$ cat src/ptm_pkg.sv
`timescale 1ns / 1ps
package ptm_pkg;

  // fixed point constants
  localparam logic signed [19:0] HALF_Q15 = 20'sd16384;
  localparam logic signed [19:0] ONE_Q15  = 20'sd32768;

  // cordic datapath width
  localparam int CW = 34;

  // primitive selectors
  localparam logic [2:0] ACT_CONE   = 3'd0;
  localparam logic [2:0] ACT_CUBE   = 3'd1;
  localparam logic [2:0] ACT_CYL    = 3'd2;
  localparam logic [2:0] ACT_SPHERE = 3'd3;

  // register indexes
  localparam logic [2:0] CFG_REPEAT_U = 3'd0;
  localparam logic [2:0] CFG_REPEAT_V = 3'd1;
  localparam logic [2:0] CFG_TEX_W    = 3'd2;
  localparam logic [2:0] CFG_TEX_H    = 3'd3;
  localparam logic [2:0] CFG_EDGE_TOL = 3'd4;

  // how u and v are formed at the end of the pipe
  localparam logic [1:0] MODE_FIXED  = 2'd0;
  localparam logic [1:0] MODE_SIDE   = 2'd1;
  localparam logic [1:0] MODE_SPHERE = 2'd2;

  // atan(2^-i) as binary angles, pi = 2^31
  localparam logic [31:0] ATAN_BAM [24] = '{
    32'h20000000, 32'h12E4051E, 32'h09FB385B, 32'h051111D4, 32'h028B0D43, 32'h0145D7E1,
    32'h00A2F61E, 32'h00517C55, 32'h0028BE53, 32'h00145F2F, 32'h000A2F98, 32'h000517CC,
    32'h00028BE6, 32'h000145F3, 32'h0000A2FA, 32'h0000517D, 32'h000028BE, 32'h0000145F,
    32'h00000A30, 32'h00000518, 32'h0000028C, 32'h00000146, 32'h000000A3, 32'h00000051
  };

  // data carried alongside the arithmetic chains
  typedef struct packed {
    logic [1:0]         mode;
    logic signed [17:0] u_cap;
    logic signed [17:0] v_cap;
    logic signed [15:0] px;
    logic signed [15:0] pz;
    logic signed [16:0] a;
    logic               lat_zero;
    logic               side_zero;
  } side_t;

  typedef struct packed {
    logic signed [CW-1:0] x;
    logic signed [CW-1:0] y;
    logic signed [CW-1:0] z;
  } cord_t;

  // closeness test within tolerance
  function automatic logic near_q15(input logic signed [19:0] a,
                                    input logic signed [19:0] b,
                                    input logic [9:0] tol);
    logic signed [20:0] d;
    d = 21'(a) - 21'(b);
    if (d < 0) d = -d;
    return d <= $signed({11'd0, tol});
  endfunction

  // clamp to [0, 1] in q1.15
  function automatic logic [15:0] clamp_q15(input logic signed [19:0] v);
    if (v < 0) return 16'd0;
    if (v > ONE_Q15) return 16'd32768;
    return v[15:0];
  endfunction

  // scale by 2^14 and fold the left half plane onto the right
  function automatic cord_t cordic_prep(input logic signed [16:0] y,
                                        input logic signed [16:0] x);
    cord_t c;
    logic signed [CW-1:0] xs;
    logic signed [CW-1:0] ys;
    xs = {{(CW-17){x[16]}}, x} <<< 14;
    ys = {{(CW-17){y[16]}}, y} <<< 14;
    c.x = xs;
    c.y = ys;
    c.z = '0;
    if (xs < 0) begin
      if (ys >= 0) begin
        c.x = ys;
        c.y = -xs;
        c.z = CW'(64'sh40000000);
      end else begin
        c.x = -ys;
        c.y = xs;
        c.z = -CW'(64'sh40000000);
      end
    end
    return c;
  endfunction

endpackage

$ cat src/ptm_cordic_cell.sv
`timescale 1ns / 1ps
module ptm_cordic_cell
  import ptm_pkg::*;
#(
  parameter int STAGE = 0
) (
  input  logic  clk,
  input  logic  en,
  input  cord_t c_i,
  output cord_t c_o
);

  localparam logic signed [CW-1:0] ANG = {{(CW-32){1'b0}}, ATAN_BAM[STAGE]};

  cord_t c_nxt;
  cord_t c_r;

  // one vectoring micro-rotation
  always_comb begin
    if (c_i.y > 0) begin
      c_nxt.x = c_i.x + (c_i.y >>> STAGE);
      c_nxt.y = c_i.y - (c_i.x >>> STAGE);
      c_nxt.z = c_i.z + ANG;
    end else begin
      c_nxt.x = c_i.x - (c_i.y >>> STAGE);
      c_nxt.y = c_i.y + (c_i.x >>> STAGE);
      c_nxt.z = c_i.z - ANG;
    end
  end

  always_ff @(posedge clk) begin
    if (en) begin
      c_r <= c_nxt;
    end
  end

  assign c_o = c_r;

endmodule
$ cat config.mk
export PLATFORM = sky130hd
export DESIGN_NAME = ptm_cordic_cell
export DESIGN_NICKNAME = d
export VERILOG_FILES = /design/src/ptm_pkg.sv /design/src/ptm_cordic_cell.sv
export SDC_FILE = /design/constraint.sdc
export NUM_CORES = 1
export LEC_CHECK = 0
export ABC_CLOCK_PERIOD_IN_PS = 2600
export BUFFER_PORTS_ARGS = -buffer_cell sky130_fd_sc_hd__buf_2
export CORE_UTILIZATION = 50
export CTS_CLUSTER_DIAMETER = 120
export DETAILED_ROUTE_END_ITERATION = 7
export MAX_ROUTING_LAYER = met4
export PLACE_DENSITY_LB_ADDON = 0.3
export SYNTH_ARGS = -nofsm -noshare
export SYNTH_HDL_FRONTEND = slang
export SYNTH_SLANG_ARGS = --single-unit
$ cat constraint.sdc
create_clock -name clk -period 2.6 [get_ports clk]
set_input_delay 0.26 -clock clk [delete_from_list [all_inputs] [get_ports clk]]
set_output_delay 0.26 -clock clk [all_outputs]
set_load 0.005 [all_outputs]
==> key figures <==
STA
  – Minimum clock period after layout: 2.560 ns
  – Setup_tns: 0 ns
  – Worst slew margin: 0.6376
  – Max Clk Rate: 0.3907 GHz
  – Tcrit/Tclk final: 0.9846
  – Worst Tran Pin Value: ~0.54 ns
  – Final setup fails: 0
  – Max-slew violation count: 0
  – Final hold vios: 0
  – Final hold slack: between 0.07 and 0.08 ns

Synthesis
  – FFs w/ async S/R, synth: 0
  – Post-synth top area cell: edfxtp_1
  – Synth Register Bits: 101
  – Post-synthesis instance total: 1015
  – Number of flops mapped to enable cells by yosys: between 100 and 150
  – Avg Inst Size Synth: 9.104 sq um
  – Yosys warns: 0
  – Area contributors post-synth: edfxtp_1 (33%), ha_1 (14%), a21oi_1 (6.0%), xnor2_1 (5.5%), inv_1 (3.9%)
  – Distinct cells, synth: 88
  – Ys flop type: edfxtp_1
  – Part of the Yosys area used for sequential elements: 0.3282
  – Synth Net Count: approximately 1200
  – Post-synth top area share: 0.3282
  – Cell area after synthesis: 9240 sq um

Route
  – Post-DR vias/cell: 5.554
  – DR pass1 iterations: 5
  – Routed Antenna Nets: 0
  – Starting DRT DRC Count: 750
  – Via count: 9487
  – Wire length per cell: 17.75 microns
  – DRC: 0
  – Post-Route WL: about 30 mm

Clock network
  – TritonCTS clock tree: built
  – CTS Buf Count: 9
  – # clock sinks: 101
  – Register clock-pin slew on the reported worst setup and hold paths: 0.07 ns
  – Clock buffer depth: 2
  – Hold buffers post-CTS: 0
  – H-tree depth: 3
  – Clk Tree Root Cell: clkbuf_16

Setup path
  – CP Capture Type: register
  – CP startpoint kind: primary input
  – Crit-path max FO: 3
  – Critical Path End: c_o[58]$_DFFE_PP_
  – CP arrival: 2.67 ns
  – Setup CP Type: in -> reg
  – Worst Setup SP: c_i[34]
  – CP required: 2.71 ns

Outcome
  – Status: completed

Power and ir drop
  – Internal: 0.004093 W
  – Clock share of power: 0.233
  – NetSw: between 0.002 and 0.0025 W
  – Sw frac: 0.3358
  – Combinational Power Share: 0.416
  – Sequential Power Share: 0.351
  – Pwr Density: approximately 470 nW/um^2
  – Overall Power: between 0.006 and 0.007 W
  – P_leak: 6.069 nW
  – Peak VDD IR: ~0.38 mV

Place
  – Routability-driven placement congestion ratio: a little under 1
  – Placed Area: 12400 sq um
  – DP HPWL: 24.72 mm
  – Port buffer count: about 210

Job
  – Max Cap Viol: 0

Finish
  – Register Area: 3033 sq um
  – Final Cell Area: 13150 sq um
  – Fin nets: 1683
  – Number of filler cells placed in the layout: 1417
  – Area of the multi-input gates: 5913 sq um
  – Synth-to-layout area growth: 42.36%
  – Share of post-route cells with drive strength above 1: 0.4035
  – Max FFs per register: about 100

Global route
  – Pin count of the biggest net entering global routing: 52
  – Vias in the first global route: 8926
  – Global route overflow: 0
  – First-pass GRT wire length: approximately 45 mm
  – Global Route Usage Sum: 0.3245
  – Initial antenna violation count: 2

Floorplanning
  – # rows: 49
  – DIE WIDTH: 137.9 microns
  – Die area: 19030 sq um
  – Core area: 18020 sq um
  – IO Pins: approximately 210
  – Die Y: between 100 and 150 microns
  – Starting density of the core: 0.5126

Hold path
  – Worst hold path class: in -> reg
critical path: stages:
cell and delay [ns]:
buf_2 0.10, buf_4 0.14, ha_2 0.20, fa_2 0.39, nor2b_1 0.16, o21ai_1 0.16, a21o_1 0.20, a21oi_4 0.09
a31oi_2 0.29, o211ai_1 0.17, buf_4 0.17, a21o_1 0.20, xnor2_1 0.13
how the worst min path moves through the flow:
stage                        from           endpoint  slack [ns]  depth (start not counted)
after global placement     c_i[1]   c_o[1]$_DFFE_PP_        0.44                          1
after global routing      c_i[10]  c_o[10]$_DFFE_PP_        0.07                          1
after CTS                 c_i[13]  c_o[13]$_DFFE_PP_        0.07                          1
final                      c_i[2]   c_o[2]$_DFFE_PP_        0.07                          1
after floorplan            c_i[0]   c_o[0]$_DFFE_PP_        0.36                          0
after detailed placement   c_i[0]   c_o[0]$_DFFE_PP_        0.44                          1
Yosys cell counts (all sizes together) (4+ instances only):
cell type and n:
nand2b 13, mux2i 7, xor2 12, xnor2 58, nor2 83, buf 24, o22ai 9, nand2 63
fa 4, a21oi 113, a311oi 4, o21ai 67, or3 5, inv 101, o21a 6, a211oi 13
a21boi 4, nor4 17, o21bai 25, o211ai 15, nor3 22, a21o 21, o311ai 4, edfxtp 101
nand4 10, a31oi 5, clkbuf 20, ha 103, a2111oi 7, nand3 15, nor2b 14, o31ai 6
what timing repair did:
| action | 4_1_cts | 5_1_grt |
|---|---|---|
| setup buffers | 1 | 6 |
| setup endpoints to repair | 13 | 34 |
| pin swaps | 5 | 32 |
| resized for setup | 12 | 67 |
logic make-up (layout without fill, tap and decap cells):
group / Yosys count / after routing / share of synthesized area
adders and majority gates: 107 / 107 / 0.1481
other: 0 / 2 / 0
buffers and inverters: 147 / 609 / 0.07461
AOI/OAI and AO/OA: 325 / 325 / 0.2371
muxes: 7 / 7 / 0.007583
DFF: 101 / 101 / 0.3282
and+or+nand+nor: 258 / 258 / 0.1380
xor gates and xnor gates: 70 / 70 / 0.06635
power by group through the flow:
stage	Combinational [W]	Sequential (W)	Clock [W]
detailed placement	0.00239	0.00220	0
global placement	0.00236	0.00220	0
CTS	0.00243	0.00216	0.00145
floorplan	0.00119	0.00223	0
global route	0.00278	0.00219	0.00150
finish	0.00256	0.00216	0.00144
per-stage QoR:
step                      utilization  cells  setup WS (ns)
after floorplan                     -   1015       0.001883
after global placement         0.6878   1684        -0.4205
after detailed placement       0.6878   1684        -0.4460
after CTS                      0.7079   1701       0.005565
after global routing           0.7298   1708       -0.02438
final                          0.7298   1708        0.04016
cell type report:
cell class                 instances  share of cell area
multi-input combinational        767              0.4495
tap                              229             0.02178
timing repair buffer             490              0.2449
clock buffer                       9             0.01712
antenna                            2           0.0003805
inverter                         103             0.02958
sequential                       101              0.2306
clock inverter                     7            0.006088
routing by layer:
metal,part of all wire,vias to the layer above,track usage
met3,0.070,74,0.04459
met1,0.42,4418,0.4024
met4,0.033,0,0.1431
met2,0.47,421,0.5264
li1,-,4574,-
met5,0,-,-
cells in the final DEF (no fill, tap or decap), types with 7 or more instances in the layout:
master	count
a21oi_2	7
o21ai_0	50
xnor2_1	57
buf_4	281
nand2_1	63
a21o_1	20
edfxtp_1	101
a211oi_1	10
nand3_1	14
nor3_1	21
nor2b_1	11
xor2_1	12
clkbuf_16	9
ha_4	9
buf_2	204
mux2i_1	7
inv_1	91
nand4_1	10
o21ai_1	15
nor4_1	10
ha_2	7
a21oi_1	103
ha_1	87
nand2b_1	12
nor2_1	82
o211ai_1	14
o21bai_1	25
inv_2	9
Note: power is estimated with default switching activity, not from simulation.
