===== src/ptm_sqrt_cell.sv =====
`timescale 1ns / 1ps
module ptm_sqrt_cell #(
  parameter int BIT_POS = 30
) (
  input  logic        clk,
  input  logic        en,
  input  logic [30:0] n_i,
  input  logic [30:0] r_i,
  output logic [30:0] n_o,
  output logic [30:0] r_o
);

  localparam logic [31:0] BIT = 32'd1 << BIT_POS;

  logic [31:0] trial;
  logic [30:0] n_nxt;
  logic [30:0] r_nxt;
  logic [30:0] n_r;
  logic [30:0] r_r;

  // one result bit per cell
  always_comb begin
    trial = {1'b0, r_i} + BIT;
    if ({1'b0, n_i} >= trial) begin
      n_nxt = n_i - trial[30:0];
      r_nxt = (r_i >> 1) + BIT[30:0];
    end else begin
      n_nxt = n_i;
      r_nxt = r_i >> 1;
    end
  end

  always_ff @(posedge clk) begin
    if (en) begin
      n_r <= n_nxt;
      r_r <= r_nxt;
    end
  end

  assign n_o = n_r;
  assign r_o = r_r;

endmodule


===== config.mk =====
export PLATFORM = sky130hd
export DESIGN_NAME = ptm_sqrt_cell
export DESIGN_NICKNAME = d
export VERILOG_FILES = /design/src/ptm_sqrt_cell.sv
export SDC_FILE = /design/constraint.sdc
export NUM_CORES = 1
export LEC_CHECK = 0
export BUFFER_PORTS_ARGS = -buffer_cell sky130_fd_sc_hd__buf_4
export CORE_UTILIZATION = 40
export DETAILED_ROUTE_END_ITERATION = 8
export PLACE_DENSITY_LB_ADDON = 0.25
export SYNTH_ARGS = -nofsm -noshare
export SYNTH_HDL_FRONTEND = slang
export SYNTH_SLANG_ARGS = --single-unit

===== constraint.sdc =====
create_clock -name clk -period 2.8 [get_ports clk]
set_input_delay 0.42 -clock clk [delete_from_list [all_inputs] [get_ports clk]]
set_output_delay 0.42 -clock clk [all_outputs]
set_load 0.01 [all_outputs]

==> results.toml, run 1 <==
[logic_synthesis]
synth_sequential_area_ratio_pct = 42.0
netlist_area_sq_um = 4440
synthTopCellsByArea = "edfxtp_1, ha_1, mux2_4"
synth-edff-count = 62
synth_top_area_share_pct = 42.0
postSynthAreaPerCell_sq_um = 10.4
yosys_most_used_dff = "edfxtp_1"
ys_types = 62
synth_cells = 425
postSynth.asyncResetShare_pct = 0
count_of_synthesis_stage_warnings_from_yosys = 0
syn_nets = 522
synth_area_leader_cell = "edfxtp_1"
ys_ff_latch = 62

[cts]
cts_buf_count = 9
holdBufCountCts = 0
cts-root-to-sink-buffers = 2
clock_tree_root_buffer_cell = "clkbuf_8"
postCtsResizedCells = 0
cts.sink_count = 62
clock_tree_from_tritoncts = "yes"
cts-htree-levels = 3
cts_post_setup_buffers_inserted = 0
clk_transition_reported_paths_ns = 0.07

[timing]
layout_worst_path_cycle_share_pct = 95.9
tightest_slew_ns = 0.792
timing_hold_violations_final = 0
max_slew_margin_vs_limit_pct = 47.2
min_period_ns = 2.69
setup-violations-final = 0
timing.fmax_ghz = 0.372
final-max-slew-violation-count = 0
grt_setup_unrepaired = "false"

[floorplanning]
floorplan.initialDensity_pct = 40.9
top_level_ports = 126
die_w_um = 107
fp-row-count = 38
floorplan.die_area_sq_um = 11500
die_h_um = 107
core_area_sq_um = 10800

[placement]
port_buffers = 125
globalplace.congestion = 0.894
area_post_placement_sq_um = 6020
dp_hpwl_um = 9500

[hold_path]
min_path_type = "input port to flip-flop"
holdCritStartpoint = "r_i[2]"

[global_route]
global_route_wire_length_before_repair_um = 18900
first_global_vias = 3864
grtUsageTotal_pct = 21.6
largest_net_degree_at_the_start_of_global_routing = 63
overflow = 0
antenna_found_initial = 0

[cells_and_area]
most_common_cell_after_layout_fill_and_taps_aside = "buf_4"
num_antenna_cells = 0
regArea_sq_um = 1860
fillerInstances = 951
finish.utilization_pct = 57.5
nets = 707
most_used_cells_in_the_layout_excluding_fill_and_tap_cells = "buf_4, edfxtp_1, inv_1"
layout-drive-gt1-share_pct = 38.2
multi_input_area_sq_um = 2350
finish.instance_area_sq_um = 6230
areaGrowthSynthToFinish_pct = 40.4

[setup_path]
cpLargestDelayFamily = "compound AO/OA/AOI/OAI gates"
worstSetupStartpointType = "input port"
worstSetupEndpointType = "flip-flop"
crit_top_cell = "buf_4"
worst-setup-path-type = "input port to flip-flop"
critPathBufInv = 2
critPathMaxStageDelay_ns = 0.63
worstPathCellList = "buf_4, ha_1, a21oi_1, o22ai_1, nor2_2, o21ai_4, buf_4, a2111oi_0, a311oi_1, mux2_4"
critical_path.max_fanout = 6
worstPathArrival_ns = 2.80
startpoint = "n_i[5]"
slowest_stage = "a2111oi_0"
required_ns = 2.92

[outcome]
status = "complete, no violations"

[detailed_routing]
routed_via_density = 5.23
postRouteAntennaNets = 0
post_detailed_route_wirelength_per_cell_um = 16.0
drtIter0Drc = 171
dr_total_vias = 3947
drt_first_pass_iters = 5
drt_wl_total_um = 12100
drc = 0

[run]
maxCapViolations = 0

[power]
total_leakage_power_nw = 2.89
peakVddDrop_uv = 232
power_density_nw_per_um2 = 484
Yosys cell counts, types with 6 or more instances:
cell type and number:
a21o_1 17, ha_1 32, edfxtp_1 62, and3_1 6, nand2_1 26, o21ai_1 7, a211oi_1 7, nor3_1 8
xor2_1 8, o21ai_0 12, clkbuf_1 12, xnor2_1 11, nand4_1 7, a31oi_1 6, o21a_1 6, nand3_1 20
inv_1 43, nor2_1 14, o31ai_1 7, mux2_4 17, a21oi_1 30
power breakdown:
part           switching, mW  internal, mW  total [mW]
Clock                  0.364         0.491       0.855
Combinational          0.484         0.517        1.00
Sequential            0.0265          1.13        1.16
logic make-up after synthesis:
family | share of synthesized area, %
mux | 7.16
xor+xnor | 3.75
buf+inv | 5.58
fa+ha+maj | 9.48
compound gates | 20.7
simple gates | 11.3
flops | 42.0
flip-flops by register name, indices dropped and copies added, names as in the netlist:
register	flops
n_o	31
r_o	31
through the flow:
stage          setup WS, ns  hold slack (ns)  std cells  total power, mW  TNS (ns)
2_1_floorplan       -0.0387            0.519        425             1.71    -0.557
3_3_place_gp         -0.217            0.609        739             2.17     -2.84
3_5_place_dp         -0.247            0.609        739             2.18     -3.67
4_1_cts               0.124            0.227        755             3.04         0
5_1_grt              0.0273            0.221        755             3.17         0
6_report              0.115            0.239        755             3.01         0
path summary, 6_finish.rpt:
path	end	slack, ns	depth (start not counted)
max	n_o[24]	0.11	10
min	r_o[1]	0.24	1
metal layers:
layer,vias to the layer above,wire [um],track usage (%),part of all wire [%]
met5,-,0,0,0
met4,0,181,5.68,1.5
met3,13,750,5.45,6.2
met2,126,5500,34.5,45
met1,1835,5670,29.2,47
li1,1973,-,-,-
area by class of cell:
cell class                      count  share of cell area [%]
Clock buffer                       10                    2.05
Clock inverter                      6                    1.23
Inverter                           44                    2.81
Multi-Input combinational cell    303                    37.7
Sequential cell                    62                    29.9
Tap cell                          140                    2.81
Timing Repair Buffer              190                    23.5
Power figures use the tool's default switching activity.
==> run 2, diff against run 1 <==
ABC_AREA = 1   (was default)
==> run 2 against run 1 <==
  * Count of clock-buffer cells in the layout is 2 higher
  * The run now ends with design-rule violations left
  * Global-route usage is 0.47 points higher
  * Die area is 7.9% higher
  * Synthesized cell count is 63% higher
  * Sequential share of layout area is 0.072 points higher
==> results.toml, run 2 <==
[power]
p_int_mw = 2.36
clockPowerShare_pct = 38.3
power_density_nw_per_um2 = 532
switching_share_pct = 28.7
power.combinational.fraction_pct = 26.6
p_seq_share_pct = 35.1
total_leakage_power_nw = 3.49
switching_power_summed_over_all_nets_mw = 0.947
peakVddDrop_uv = 286

[cts]
postCtsResizedCells = 0
cts.sink_count = 62
cts-htree-levels = 3
cts_buf_count = 9
clock_tree_root_buffer_cell = "clkbuf_16"
holdBufCountCts = 0
cts-root-to-sink-buffers = 2
clock_tree_from_tritoncts = "yes"
cts_post_setup_buffers_inserted = 0
clk_transition_reported_paths_ns = 0.05

[logic_synthesis]
synth_adder_area_share_pct = 8.77
synth.area.mux_share_pct = 0
synth_cells = 694
synth_simple_gate_area_share_pct = 33.9
synth-edff-count = 62
synth_top_area_share_pct = 38.9
ys_ff_latch = 62
postSynthAreaPerCell_sq_um = 6.91
synth_sequential_area_ratio_pct = 38.9
synthTopCellsByArea = "edfxtp_1, nand2_1, inv_1"
netlist_area_sq_um = 4790
yosys_most_used_dff = "edfxtp_1"
synth_area_leader_cell = "edfxtp_1"
postSynth.asyncResetShare_pct = 0
syn_nets = 791
count_of_synthesis_stage_warnings_from_yosys = 0
largest_family_of_logic_cells_by_synthesized_area = "simple AND/OR/NAND/NOR gates"
synth-xor-area-share_pct = 2.56
synth-compound-area-share_pct = 2.69
most_frequent_cell_after_synthesis = "nand2_1"
ranking_of_synthesized_cells_by_instance_count = "nand2_1, inv_1, edfxtp_1"
ys_types = 29

[run]
maxCapViolations = 0

[floorplanning]
floorplan.die_area_sq_um = 12400
die_h_um = 111
top_level_ports = 126
floorplan.initialDensity_pct = 41.4
fp-row-count = 39
die_w_um = 111
core_area_sq_um = 11600

[placement]
port_buffers = 125
area_post_placement_sq_um = 5880
globalplace.congestion = 0.865
dp_hpwl_um = 10500

[timing]
hold-worst-slack_ns = 0.260
timing.fmax_ghz = 0.446
max_slew_margin_vs_limit_pct = 45.7
timing_hold_violations_final = 0
final-max-slew-violation-count = 0
layout_worst_path_cycle_share_pct = 80.1
min_period_ns = 2.24
fin_setup_tns_ns = 0
tightest_slew_ns = 0.815
setup-violations-final = 0
grt_setup_unrepaired = "false"

[setup_path]
worstPathCellList = "buf_4, inv_1, ha_1, fa_1, inv_1, nand2_1, nand2_1, nand3_1, nand2_1, nand2_1, nand3_1, nand2_2, nand2_4, inv_2, nand2_1, nand2_1"
critPathMaxStageDelay_ns = 0.37
critPathBufInv = 4
crit_cells = 16
required_ns = 2.89
critical_path.max_fanout = 29
worstPathArrival_ns = 2.33
crit_top_cell = "nand2_1"
slowest_stage = "fa_1"
worst-setup-path-type = "input port to flip-flop"
cpLargestDelayFamily = "simple AND/OR/NAND/NOR gates"
worstSetupEndpointType = "flip-flop"
worstSetupStartpointType = "input port"

[detailed_routing]
drc = 10
dr_total_vias = 4578
postRouteAntennaNets = 0
drt_first_pass_iters = 7
routed_via_density = 4.70
drtIter0Drc = 221
drt_wl_total_um = 13300
post_detailed_route_wirelength_per_cell_um = 13.6

[global_route]
antenna_found_initial = 0
overflow = 0
largest_net_degree_at_the_start_of_global_routing = 63
grtUsageTotal_pct = 22.1
global_route_wire_length_before_repair_um = 21000
first_global_vias = 4347

[cells_and_area]
num_antenna_cells = 0
finish.instance_area_sq_um = 6210
fillerInstances = 1121
layout-drive-gt1-share_pct = 18.4
most_common_cell_after_layout_fill_and_taps_aside = "nand2_1"
nets = 923
areaGrowthSynthToFinish_pct = 29.7
most_used_cells_in_the_layout_excluding_fill_and_tap_cells = "nand2_1, inv_1, buf_4"
finish.utilization_pct = 53.7

[hold_path]
min_path_type = "input port to flip-flop"
hold_path_depth = 1

[outcome]
violated_checks = "design-rule violations"
status = "complete, but fails checks"
==> run 2: cell types whose count changed after synthesis, moves of 10 or more <==
cell and change:
a21oi_1 -15, nor2_1 +27, mux2_4 -17, inv_1 +110, xnor2_1 -11, clkbuf_1 -12, nand3_1 +24, nand2_1 +266
a21o_1 -17, o21ai_0 -10
==> run 2: cell type report <==
type	instances	area [sq um]	share of cell area, %
inverter	157	589	9.48
tap	143	179	2.88
clock buffer	12	236	3.81
sequential	62	1860	30.0
clock inverter	4	95.1	1.53
timing repair buffer	127	953	15.3
multi-input combinational	469	2300	37.0
==> run 2: worst paths after layout <==
check / slack [ns] / end / from
setup / recovery: 0.56 / n_o[17] / n_i[0]
hold / removal: 0.26 / r_o[27] / r_i[28]
==> run 2: logic make-up after synthesis <==
logic type,after synthesis
flip-flops,62
AO/OA/AOI/OAI,23
adder cells (fa/ha/maj),33
buffers and inverters,163
XOR/XNOR,14
AND/OR/NAND/NOR,399
==> run 2: through the flow <==
stage / setup slack, ns / power, mW / std cells
2_1_floorplan: 0.510 / 1.69 / 694
3_3_place_gp: 0.286 / 2.05 / 958
3_5_place_dp: 0.178 / 2.06 / 958
4_1_cts: 0.559 / 3.33 / 974
5_1_grt: 0.373 / 3.47 / 974
6_report: 0.557 / 3.31 / 974
==> run 2: routing by layer <==
layer  routed length (um)  vias up  track usage (%)
li1                     -     2383                -
met1                 6320     2052             29.8
met2                 6010      131             35.5
met3                  737       12             3.65
met4                  218        0             8.38
met5                    0        -                0
==> run 2: power by group through the flow <==
stage / clock, mW / sequential (mW) / combinational, mW
2_1_floorplan: 0 / 1.23 / 0.458
3_3_place_gp: 0 / 1.18 / 0.870
3_5_place_dp: 0 / 1.18 / 0.879
4_1_cts: 1.28 / 1.16 / 0.883
5_1_grt: 1.32 / 1.17 / 0.981
6_report: 1.27 / 1.16 / 0.879
